[config.mk]
export PLATFORM = sky130hd
export DESIGN_NAME = tga_uncompressed_decoder
export DESIGN_NICKNAME = d
export VERILOG_FILES = /design/src/design/tgad_pkg.sv /design/src/design/tgad_in_reg.sv /design/src/design/tgad_core.sv /design/src/design/tgad_out_reg.sv /design/src/design/tga_uncompressed_decoder.sv
export SDC_FILE = /design/constraint.sdc
export NUM_CORES = 1
export LEC_CHECK = 0
export BUFFER_PORTS_ARGS = -buffer_cell sky130_fd_sc_hd__buf_2
export CORE_MARGIN = 4
export CORE_UTILIZATION = 35
export DETAILED_ROUTE_END_ITERATION = 7
export HOLD_SLACK_MARGIN = 0.08
export PLACE_DENSITY_LB_ADDON = 0.1
export SLEW_MARGIN = 20
export SYNTH_ARGS = -nofsm -noshare
export SYNTH_HDL_FRONTEND = slang
export SYNTH_HIERARCHICAL = 1
export SYNTH_SLANG_ARGS = --single-unit
[constraint.sdc]
create_clock -name clk -period 7.6 [get_ports clk]
set_input_delay 0.38 -clock clk [delete_from_list [all_inputs] [get_ports clk]]
set_output_delay 0.38 -clock clk [all_outputs]
set_load 0.005 [all_outputs]
[src/design/tgad_pkg.sv]
// ---------------------------------------------------------------------------
// tgad_pkg
// Types and constants shared by the uncompressed TGA decoder modules.
// ---------------------------------------------------------------------------
`default_nettype none

package tgad_pkg;

	localparam int unsigned HDR_LEN = 18;
	localparam int unsigned HCNT_W  = 5;

	localparam logic [HCNT_W-1:0] HDR_IDX_ID_LEN = HCNT_W'(0);
	localparam logic [HCNT_W-1:0] HDR_IDX_TYPE   = HCNT_W'(2);
	localparam logic [HCNT_W-1:0] HDR_IDX_W_LO   = HCNT_W'(12);
	localparam logic [HCNT_W-1:0] HDR_IDX_W_HI   = HCNT_W'(13);
	localparam logic [HCNT_W-1:0] HDR_IDX_H_LO   = HCNT_W'(14);
	localparam logic [HCNT_W-1:0] HDR_IDX_H_HI   = HCNT_W'(15);
	localparam logic [HCNT_W-1:0] HDR_IDX_BPP    = HCNT_W'(16);
	localparam logic [HCNT_W-1:0] HDR_IDX_DESC   = HCNT_W'(HDR_LEN - 1);

	localparam logic [7:0] TYPE_TRUECOLOUR = 8'd2;
	localparam logic [7:0] TYPE_GREY       = 8'd3;
	localparam logic [7:0] BPP_24          = 8'd24;
	localparam logic [7:0] BPP_32          = 8'd32;
	localparam int unsigned DESC_TOP_FIRST_BIT = 5;
	localparam logic [7:0] OPAQUE          = 8'hFF;

	localparam logic [1:0] ST_PIXEL       = 2'd0;
	localparam logic [1:0] ST_UNSUPPORTED = 2'd1;
	localparam logic [1:0] ST_EMPTY       = 2'd2;

	typedef struct packed {
		logic [7:0] file_byte;
		logic       start_of_file;
	} tgad_in_t;

	typedef struct packed {
		logic [1:0]  status;
		logic [15:0] dest_row;
		logic [15:0] dest_col;
		logic [7:0]  red;
		logic [7:0]  green;
		logic [7:0]  blue;
		logic [7:0]  alpha;
		logic        last_pixel;
	} tgad_out_t;

	typedef struct packed {
		logic      valid;
		tgad_out_t item;
	} tgad_res_t;

endpackage

`default_nettype wire

[src/design/tgad_in_reg.sv]
// ---------------------------------------------------------------------------
// tgad_in_reg
// Input register: holds one file byte item until the parser takes it.
// ---------------------------------------------------------------------------
`default_nettype none

module tgad_in_reg (
	input  wire logic              clk,
	input  wire logic              arst_n,
	input  wire logic              file_valid,
	output logic                   file_stall,
	input  wire tgad_pkg::tgad_in_t file_item,
	input  wire logic              adv,
	output logic                   valid_s1,
	output tgad_pkg::tgad_in_t     item_s1
);
	import tgad_pkg::*;

	assign file_stall = valid_s1 && !adv;

	always_ff @(posedge clk or negedge arst_n) begin
		if (!arst_n) begin
			valid_s1 <= 1'b0;
		end else if (!file_stall) begin
			valid_s1 <= file_valid;
		end
	end

	always_ff @(posedge clk) begin
		if (file_valid && !file_stall) begin
			item_s1 <= file_item;
		end
	end

endmodule

`default_nettype wire

[src/design/tgad_core.sv]
// ---------------------------------------------------------------------------
// tgad_core
// Header parser, ID skip and pixel assembly; one byte consumed per advance.
// ---------------------------------------------------------------------------
`default_nettype none

module tgad_core (
	input  wire logic               clk,
	input  wire logic               arst_n,
	input  wire logic               valid_s1,
	input  wire tgad_pkg::tgad_in_t item_s1,
	input  wire logic               adv,
	output tgad_pkg::tgad_res_t     res
);
	import tgad_pkg::*;

	typedef enum logic [3:0] {
		PH_HEADER = 4'b0001,
		PH_SKIP   = 4'b0010,
		PH_PIXELS = 4'b0100,
		PH_DONE   = 4'b1000
	} phase_t;

	phase_t            phase_q, phase_d, eff_phase;
	logic [HCNT_W-1:0] hcnt_q, hcnt_d, eff_hcnt;
	logic [7:0]        id_skip_q, id_skip_d;
	logic [7:0]        img_type_q, img_type_d;
	logic [15:0]       width_q, width_d;
	logic [15:0]       height_q, height_d;
	logic              four_q, four_d;
	logic              flip_q, flip_d;
	logic [1:0]        bip_q, bip_d, eff_bip;
	logic [23:0]       partial_q, partial_d, eff_partial;
	logic [15:0]       col_q, col_d, eff_col;
	logic [15:0]       row_q, row_d, eff_row;
	logic              take;
	logic [7:0]        b;
	logic [1:0]        last_idx;
	logic              col_end, row_end;

	assign take = valid_s1 && adv;
	assign b    = item_s1.file_byte;

	always_comb begin
		eff_phase   = phase_q;
		eff_hcnt    = hcnt_q;
		eff_bip     = bip_q;
		eff_partial = partial_q;
		eff_col     = col_q;
		eff_row     = row_q;
		if (item_s1.start_of_file) begin
			eff_phase   = PH_HEADER;
			eff_hcnt    = '0;
			eff_bip     = '0;
			eff_partial = '0;
			eff_col     = '0;
			eff_row     = '0;
		end

		phase_d    = eff_phase;
		hcnt_d     = eff_hcnt;
		id_skip_d  = id_skip_q;
		img_type_d = img_type_q;
		width_d    = width_q;
		height_d   = height_q;
		four_d     = four_q;
		flip_d     = flip_q;
		bip_d      = eff_bip;
		partial_d  = eff_partial;
		col_d      = eff_col;
		row_d      = eff_row;
		res        = '0;

		last_idx = four_q ? 2'd3 : 2'd2;
		col_end  = (eff_col == width_q - 16'd1);
		row_end  = (eff_row == height_q - 16'd1);

		unique case (eff_phase)
			PH_HEADER: begin
				hcnt_d = eff_hcnt + HCNT_W'(1);
				unique case (eff_hcnt)
					HDR_IDX_ID_LEN: id_skip_d = b;
					HDR_IDX_TYPE:   img_type_d = b;
					HDR_IDX_W_LO:   width_d = {width_q[15:8], b};
					HDR_IDX_W_HI:   width_d = {b, width_q[7:0]};
					HDR_IDX_H_LO:   height_d = {height_q[15:8], b};
					HDR_IDX_H_HI:   height_d = {b, height_q[7:0]};
					HDR_IDX_BPP: begin
						if ((img_type_q != TYPE_TRUECOLOUR && img_type_q != TYPE_GREY) ||
							(b != BPP_24 && b != BPP_32)) begin
							phase_d     = PH_DONE;
							res.valid   = 1'b1;
							res.item.status = ST_UNSUPPORTED;
						end else begin
							four_d = (b == BPP_32);
						end
					end
					HDR_IDX_DESC: begin
						flip_d    = !b[DESC_TOP_FIRST_BIT];
						bip_d     = '0;
						partial_d = '0;
						col_d     = '0;
						row_d     = '0;
						if (width_q == 16'd0 || height_q == 16'd0) begin
							phase_d     = PH_DONE;
							res.valid   = 1'b1;
							res.item.status = ST_EMPTY;
						end else begin
							phase_d = (id_skip_q != 8'd0) ? PH_SKIP : PH_PIXELS;
						end
					end
					default: ;
				endcase
			end
			PH_SKIP: begin
				id_skip_d = id_skip_q - 8'd1;
				if (id_skip_d == 8'd0) begin
					phase_d = PH_PIXELS;
				end
			end
			PH_PIXELS: begin
				if (eff_bip < last_idx) begin
					partial_d = eff_partial | ({16'd0, b} << {eff_bip, 3'b000});
					bip_d     = eff_bip + 2'd1;
				end else begin
					res.valid           = 1'b1;
					res.item.status     = ST_PIXEL;
					res.item.dest_row   = flip_q ? (height_q - 16'd1 - eff_row) : eff_row;
					res.item.dest_col   = eff_col;
					res.item.red        = four_q ? eff_partial[23:16] : b;
					res.item.green      = eff_partial[15:8];
					res.item.blue       = eff_partial[7:0];
					res.item.alpha      = four_q ? b : OPAQUE;
					res.item.last_pixel = col_end && row_end;
					bip_d     = '0;
					partial_d = '0;
					if (col_end && row_end) begin
						phase_d = PH_DONE;
					end else if (col_end) begin
						col_d = '0;
						row_d = eff_row + 16'd1;
					end else begin
						col_d = eff_col + 16'd1;
					end
				end
			end
			PH_DONE: ;
			default: phase_d = PH_HEADER;
		endcase

		res.valid = res.valid && valid_s1;
	end

	always_ff @(posedge clk or negedge arst_n) begin
		if (!arst_n) begin
			phase_q    <= PH_HEADER;
			hcnt_q     <= '0;
			id_skip_q  <= '0;
			img_type_q <= '0;
			width_q    <= '0;
			height_q   <= '0;
			four_q     <= 1'b0;
			flip_q     <= 1'b0;
			bip_q      <= '0;
			partial_q  <= '0;
			col_q      <= '0;
			row_q      <= '0;
		end else if (take) begin
			phase_q    <= phase_d;
			hcnt_q     <= hcnt_d;
			id_skip_q  <= id_skip_d;
			img_type_q <= img_type_d;
			width_q    <= width_d;
			height_q   <= height_d;
			four_q     <= four_d;
			flip_q     <= flip_d;
			bip_q      <= bip_d;
			partial_q  <= partial_d;
			col_q      <= col_d;
			row_q      <= row_d;
		end
	end

	a_last_ends_image: assert property (@(posedge clk) disable iff (!arst_n)
		take && res.valid && res.item.status == ST_PIXEL && res.item.last_pixel
		|=> phase_q == PH_DONE)
		else $error("last pixel did not end the image");

	a_error_ends_image: assert property (@(posedge clk) disable iff (!arst_n)
		take && res.valid && res.item.status != ST_PIXEL |=> phase_q == PH_DONE)
		else $error("error status did not end the image");

	a_done_is_silent: assert property (@(posedge clk) disable iff (!arst_n)
		valid_s1 && !item_s1.start_of_file && phase_q == PH_DONE |-> !res.valid)
		else $error("result produced after end of image");

	a_partial_bounded: assert property (@(posedge clk) disable iff (!arst_n)
		phase_q == PH_PIXELS |-> bip_q <= last_idx)
		else $error("pixel byte count overran");

endmodule

`default_nettype wire

[src/design/tgad_out_reg.sv]
// ---------------------------------------------------------------------------
// tgad_out_reg
// Result register: holds a pixel or status item while the sink stalls.
// ---------------------------------------------------------------------------
`default_nettype none

module tgad_out_reg (
	input  wire logic                clk,
	input  wire logic                arst_n,
	input  wire tgad_pkg::tgad_res_t res,
	output logic                     adv,
	output logic                     res_valid,
	input  wire logic                res_stall,
	output tgad_pkg::tgad_out_t      res_item
);
	import tgad_pkg::*;

	assign adv = !res_valid || !res_stall;

	always_ff @(posedge clk or negedge arst_n) begin
		if (!arst_n) begin
			res_valid <= 1'b0;
		end else if (adv) begin
			res_valid <= res.valid;
		end
	end

	always_ff @(posedge clk) begin
		if (adv && res.valid) begin
			res_item <= res.item;
		end
	end

endmodule

`default_nettype wire

[src/design/tga_uncompressed_decoder.sv]
// ---------------------------------------------------------------------------
// tga_uncompressed_decoder
// A result passes from the input register through the parser into the result register.
// Throughput: one file byte per cycle, set by the single-byte parse step.
// A stalled result register holds; bytes keep entering while it is free.
// Reset (arst_n low) puts the parser in the header phase at byte 0.
// ---------------------------------------------------------------------------
`default_nettype none

module tga_uncompressed_decoder (
	input  wire logic                clk,
	input  wire logic                arst_n,
	input  wire logic                file_valid,
	output logic                     file_stall,
	input  wire tgad_pkg::tgad_in_t  file_item,
	output logic                     res_valid,
	input  wire logic                res_stall,
	output tgad_pkg::tgad_out_t      res_item
);
	import tgad_pkg::*;

	logic      adv;
	logic      valid_s1;
	tgad_in_t  item_s1;
	tgad_res_t res;

	tgad_in_reg u_in_reg (
		.clk        (clk),
		.arst_n     (arst_n),
		.file_valid (file_valid),
		.file_stall (file_stall),
		.file_item  (file_item),
		.adv        (adv),
		.valid_s1   (valid_s1),
		.item_s1    (item_s1)
	);

	tgad_core u_core (
		.clk      (clk),
		.arst_n   (arst_n),
		.valid_s1 (valid_s1),
		.item_s1  (item_s1),
		.adv      (adv),
		.res      (res)
	);

	tgad_out_reg u_out_reg (
		.clk       (clk),
		.arst_n    (arst_n),
		.res       (res),
		.adv       (adv),
		.res_valid (res_valid),
		.res_stall (res_stall),
		.res_item  (res_item)
	);

endmodule

`default_nettype wire

==> metrics.md <==
| Metric | Value |
|---|---|
| Share of power burned in the clock network | `0.407` |
| Worst hold-check path type | `input port to register` |
| Mean instance size in the synthesized netlist | `10.02 sq um` |
| Maximum number of pins on one net before global-route repair | `74` |
| Static leakage | `5.290 nW` |
| Syn-to-layout area delta | `13.31%` |
| Maximum achievable frequency | `0.2215 GHz` |
| Initial Util | `0.3552` |
| Clk buf depth | `2` |
| Clock period minus worst slack | `4514 ps` |
| Worst skew pair latency | `440 ps` |
| Fraction of power consumed by sequential logic | `0.518` |
| GP Congestion | `0.8379` |
| Drt first-iter violations | `719` |
| Share of the clock period used by the worst path after layout | `0.5940` |
| Most common library cells after synthesis | `117 x sky130_fd_sc_hd__dfrtp_1, 105 x sky130_fd_sc_hd__nand2_1, 86 x sky130_fd_sc_hd__nor2_1, 77 x sky130_fd_sc_hd__o21ai_0, 76 x sky130_fd_sc_hd__edfxtp_1` |
| DRC violation count after routing | `0` |
| Arrival time at the worst endpoint | `4590 ps` |
| Inserted Diodes | `0` |
| Via count of the first global-routing pass | `8200` |
| Net count of the mapped netlist | `1094` |
| Number of cells on the worst reg-to-reg path | `10` |
| HPWL reported at the end of detailed placement | `21130 um` |
| Outcome | `finished clean` |
| Iteration count of the initial detailed-routing pass | `5` |
| Worst Setup End Kind | `register` |
| Worst Max-Slew Pin Slew | `1002 ps` |
| Count of flip-flops with a built-in enable after synthesis | `76` |
| I/O Pins | `82` |
| Portion of total power attributed to combinational logic | `0.075` |
| Post-route clock skew | `14.80 ps` |
| Worst Setup Start Kind | `register` |
| Net switching fraction of the power | `0.2608` |
| Worst path max stage delay | `650 ps` |
| Clk root buf | `sky130_fd_sc_hd__clkbuf_16` |
| Share of flip-flops with an asynchronous set or reset after synthesis | `0.6082` |
| Area of the core | `0.02972 sq mm` |
| Number of nets at the end of the flow | `1156` |
| Sum of negative setup slack | `0 ps` |
| TritonCTS clock tree | `done` |
| Minimum setup slack among reg-to-reg paths | `3090 ps` |
| Total count of hold-check failures in the final report | `0` |
| Crit Reg-Reg Startpoint | `u_core/height_q[2]$_DFFE_PN0P_` |
| DRT antenna net count | `0` |
| Number of library cell types mapped by synthesis | `84` |
| Initial antenna violation count | `0` |
| Number of warnings printed during yosys synthesis | `6` |
| Sequential element share of the synthesized area | `0.4960` |
| Worst-case headroom to the max-slew limit | `0.3299` |
| Area of the die | `0.03300 sq mm` |
| Total count of max-transition violations in the final report | `0` |
| Most frequently used flop master after synthesis | `sky130_fd_sc_hd__dfrtp_1` |
| Crit path max-delay cell type | `sky130_fd_sc_hd__a21boi_4` |
| Clk slew on worst S/H paths | `70 ps` |
| Number of cells traversed by the worst hold path | `1` |
| Synthesized area | `0.01056 sq mm` |
| Setup repair after global routing missed its margin | `no` |
| Start-to-end type of the worst setup path | `register to register` |
| Proportion of netlist area held by the largest area contributor | `0.2773` |
| Routed WL per cell | `20.32 um` |
| Total wire length after detailed routing | `30860 um` |
| Filler cell count | `2958` |
| Number of clock sinks seen by CTS | `194` |
| Site row count | `63` |
| Worst EP required | `7680 ps` |
| Cell with the most instances after synthesis | `sky130_fd_sc_hd__dfrtp_1` |
| Vertical extent of the die | `181.7 um` |
| Most area-hungry cell type in the Yosys netlist | `sky130_fd_sc_hd__dfrtp_1` |
| Max-cap violations | `0` |
| PwrDens | `189.3 mW/mm^2` |
| Routed vias | `8379` |
| Final count of negative-setup-slack endpoints | `0` |
| Setup WS pre-CTS | `2960 ps` |
| Worst path setup slack after routing | `3086 ps` |
| Crit-path max FO | `49` |
| Sum of overflow across all layers after global routing | `0` |
| Die boundary width | `181.7 um` |
| Net Switching | `0.0005905 W` |
| Internal Power | `0.001673 W` |
| Total clock buffers created by CTS | `17` |
| Register bit count reported by yosys | `194` |
| Post-Route Utilization | `0.4025` |
| Hold wc startpoint | `file_item[6]` |
| Port Buf Inserts | `81` |
| Number of gates given a new drive strength after cts | `0` |
| Largest voltage drop on the vdd net | `0.0001282 V` |
| Bufs and invs on worst path | `1` |
| Top post-synthesis cells by area | `sky130_fd_sc_hd__dfrtp_1 28%, sky130_fd_sc_hd__edfxtp_1 22%, sky130_fd_sc_hd__nand2_1 3.7%, sky130_fd_sc_hd__o21ai_0 3.7%, sky130_fd_sc_hd__ha_1 3.1%` |
| Worst Hold Endpoint | `u_in_reg/item_s1[6]$_DFFE_PP_` |
| H-Tree Level Count | `4` |
| Kind of cell with the highest combined delay on the critical path | `simple AND/OR/NAND/NOR gates` |
| R2r endpoint | `u_out_reg/res_item[33]$_DFFE_PP_` |
| Share of post-route cells with drive strength above 1 | `0.1515` |
| Number of vias per cell | `5.516` |
| Gate count after technology mapping | `1054` |
| Global router's overall resource usage | `0.1871` |
| Wire length of the first global-routing pass | `48980 um` |
| Critical path cell sequence | `nor4_1, nor2b_1, nand3b_1, or4_1, o31a_1, nor2_1, o21ai_0, a21boi_0, a21boi_4, buf_4` |
-- worst register-to-register path, cell delays in order (launching register included) --
cell                       delay (ps)
sky130_fd_sc_hd__dfrtp_1          430
sky130_fd_sc_hd__nor4_1           530
sky130_fd_sc_hd__nor2b_1          240
sky130_fd_sc_hd__nand3b_1         170
sky130_fd_sc_hd__or4_1            570
sky130_fd_sc_hd__o31a_1           300
sky130_fd_sc_hd__nor2_1           140
sky130_fd_sc_hd__o21ai_0          140
sky130_fd_sc_hd__a21boi_0         280
sky130_fd_sc_hd__a21boi_4         650
sky130_fd_sc_hd__buf_4            650
-- logic make-up (layout without fill, tap and decap cells) --
| family | count (synthesis) | count (layout) | share of synthesized area |
|---|---|---|---|
| compound gates | 251 | 251 | 0.1592 |
| xor+xnor | 45 | 45 | 0.03734 |
| fa+ha+maj | 27 | 27 | 0.03271 |
| buf+inv | 85 | 160 | 0.03153 |
| flops | 194 | 194 | 0.4960 |
| mux | 27 | 27 | 0.02809 |
| simple gates | 425 | 425 | 0.2151 |
-- per-stage QoR --
| stage | cell area (sq um) | total power, W | std cells | hold slack, ps |
|---|---|---|---|---|
| global placement | 11360 | 0.001360 | 1486 | 444.0 |
| finish | 11960 | 0.002264 | 1519 | 113.9 |
| CTS | 11960 | 0.002292 | 1519 | 93.54 |
| global route | 11960 | 0.002362 | 1519 | 89.23 |
| floorplan | 10560 | 0.001289 | 1054 | 84.41 |
| detailed placement | 11360 | 0.001363 | 1486 | 435.8 |
-- flip-flops by register name, indices dropped and copies added, names as in the netlist, 8 cells and up --
register,count
u_core/height_q,16
u_core/width_q,16
u_in_reg/item_s1,9
u_core/row_q,16
u_core/id_skip_q,8
u_core/col_q,16
u_out_reg/res_item,67
u_core/partial_q,24
-- timing repair --
item / in CTS / in global routing
setup buffers: 0 / 0
hold endpoints to repair: 45 / 0
hold buffers: 1 / 0
endpoints found under the setup margin: 0 / 0
-- placed cells by master (no fill, tap or decap), types with 9 or more instances in the layout --
| cell | n |
|---|---|
| sky130_fd_sc_hd__xnor2_1 | 31 |
| sky130_fd_sc_hd__mux2_2 | 21 |
| sky130_fd_sc_hd__a21oi_1 | 38 |
| sky130_fd_sc_hd__or3_1 | 10 |
| sky130_fd_sc_hd__a22o_1 | 30 |
| sky130_fd_sc_hd__a31oi_1 | 13 |
| sky130_fd_sc_hd__edfxtp_1 | 76 |
| sky130_fd_sc_hd__a21o_1 | 9 |
| sky130_fd_sc_hd__o211ai_1 | 10 |
| sky130_fd_sc_hd__clkbuf_16 | 18 |
| sky130_fd_sc_hd__ha_1 | 26 |
| sky130_fd_sc_hd__buf_2 | 80 |
| sky130_fd_sc_hd__buf_4 | 14 |
| sky130_fd_sc_hd__nor4_1 | 9 |
| sky130_fd_sc_hd__o21ai_0 | 77 |
| sky130_fd_sc_hd__dfrtp_1 | 117 |
| sky130_fd_sc_hd__xor2_1 | 14 |
| sky130_fd_sc_hd__nand4_1 | 21 |
| sky130_fd_sc_hd__nand3_1 | 25 |
| sky130_fd_sc_hd__inv_1 | 31 |
| sky130_fd_sc_hd__nor3_1 | 36 |
| sky130_fd_sc_hd__nor2b_1 | 24 |
| sky130_fd_sc_hd__nand2b_1 | 18 |
| sky130_fd_sc_hd__nand3b_1 | 9 |
| sky130_fd_sc_hd__and3_1 | 36 |
| sky130_fd_sc_hd__nand2_1 | 105 |
| sky130_fd_sc_hd__nor2_1 | 86 |
-- power by group through the flow --
stage	clock, W	sequential, W	combinational (W)
floorplan	0	0.00117	0.000115
finish	0.000922	0.00117	0.000170
detailed placement	0	0.00119	0.000171
global placement	0	0.00119	0.000168
global route	0.000993	0.00118	0.000191
CTS	0.000949	0.00117	0.000171
-- per-layer routing --
layer,GRT usage,part of all wire
met5,0,0
met4,0.04293,0.014
met3,0.03085,0.043
met2,0.2936,0.45
met1,0.2725,0.49
-- final cells by class --
cell class | instances | area, sq um | area share
timing repair buffer | 96 | 526.8 | 0.04404
clock buffer | 19 | 454.2 | 0.03797
inverter | 32 | 120.1 | 0.01004
multi-input combinational | 775 | 5000 | 0.4180
sequential | 194 | 5236 | 0.4378
clock inverter | 13 | 136.4 | 0.01140
tap | 390 | 488.0 | 0.04079
-- worst max path at each step --
stage | from | endpoint | slack [ps] | cells after the start
CTS | u_core/height_q[2]$_DFFE_PN0P_ | u_out_reg/res_item[23]$_DFFE_PP_ | 2950 | 10
detailed placement | u_core/height_q[2]$_DFFE_PN0P_ | u_out_reg/res_item[22]$_DFFE_PP_ | 2960 | 10
floorplan | u_core/height_q[2]$_DFFE_PN0P_ | u_out_reg/res_item[0]$_DFFE_PP_ | 2860 | 9
global route | u_core/height_q[2]$_DFFE_PN0P_ | u_out_reg/res_item[24]$_DFFE_PP_ | 2610 | 10
global placement | u_core/height_q[2]$_DFFE_PN0P_ | u_out_reg/res_item[22]$_DFFE_PP_ | 3110 | 10
finish | u_core/height_q[2]$_DFFE_PN0P_ | u_out_reg/res_item[33]$_DFFE_PP_ | 3090 | 10
Power figures use the tool's default switching activity.
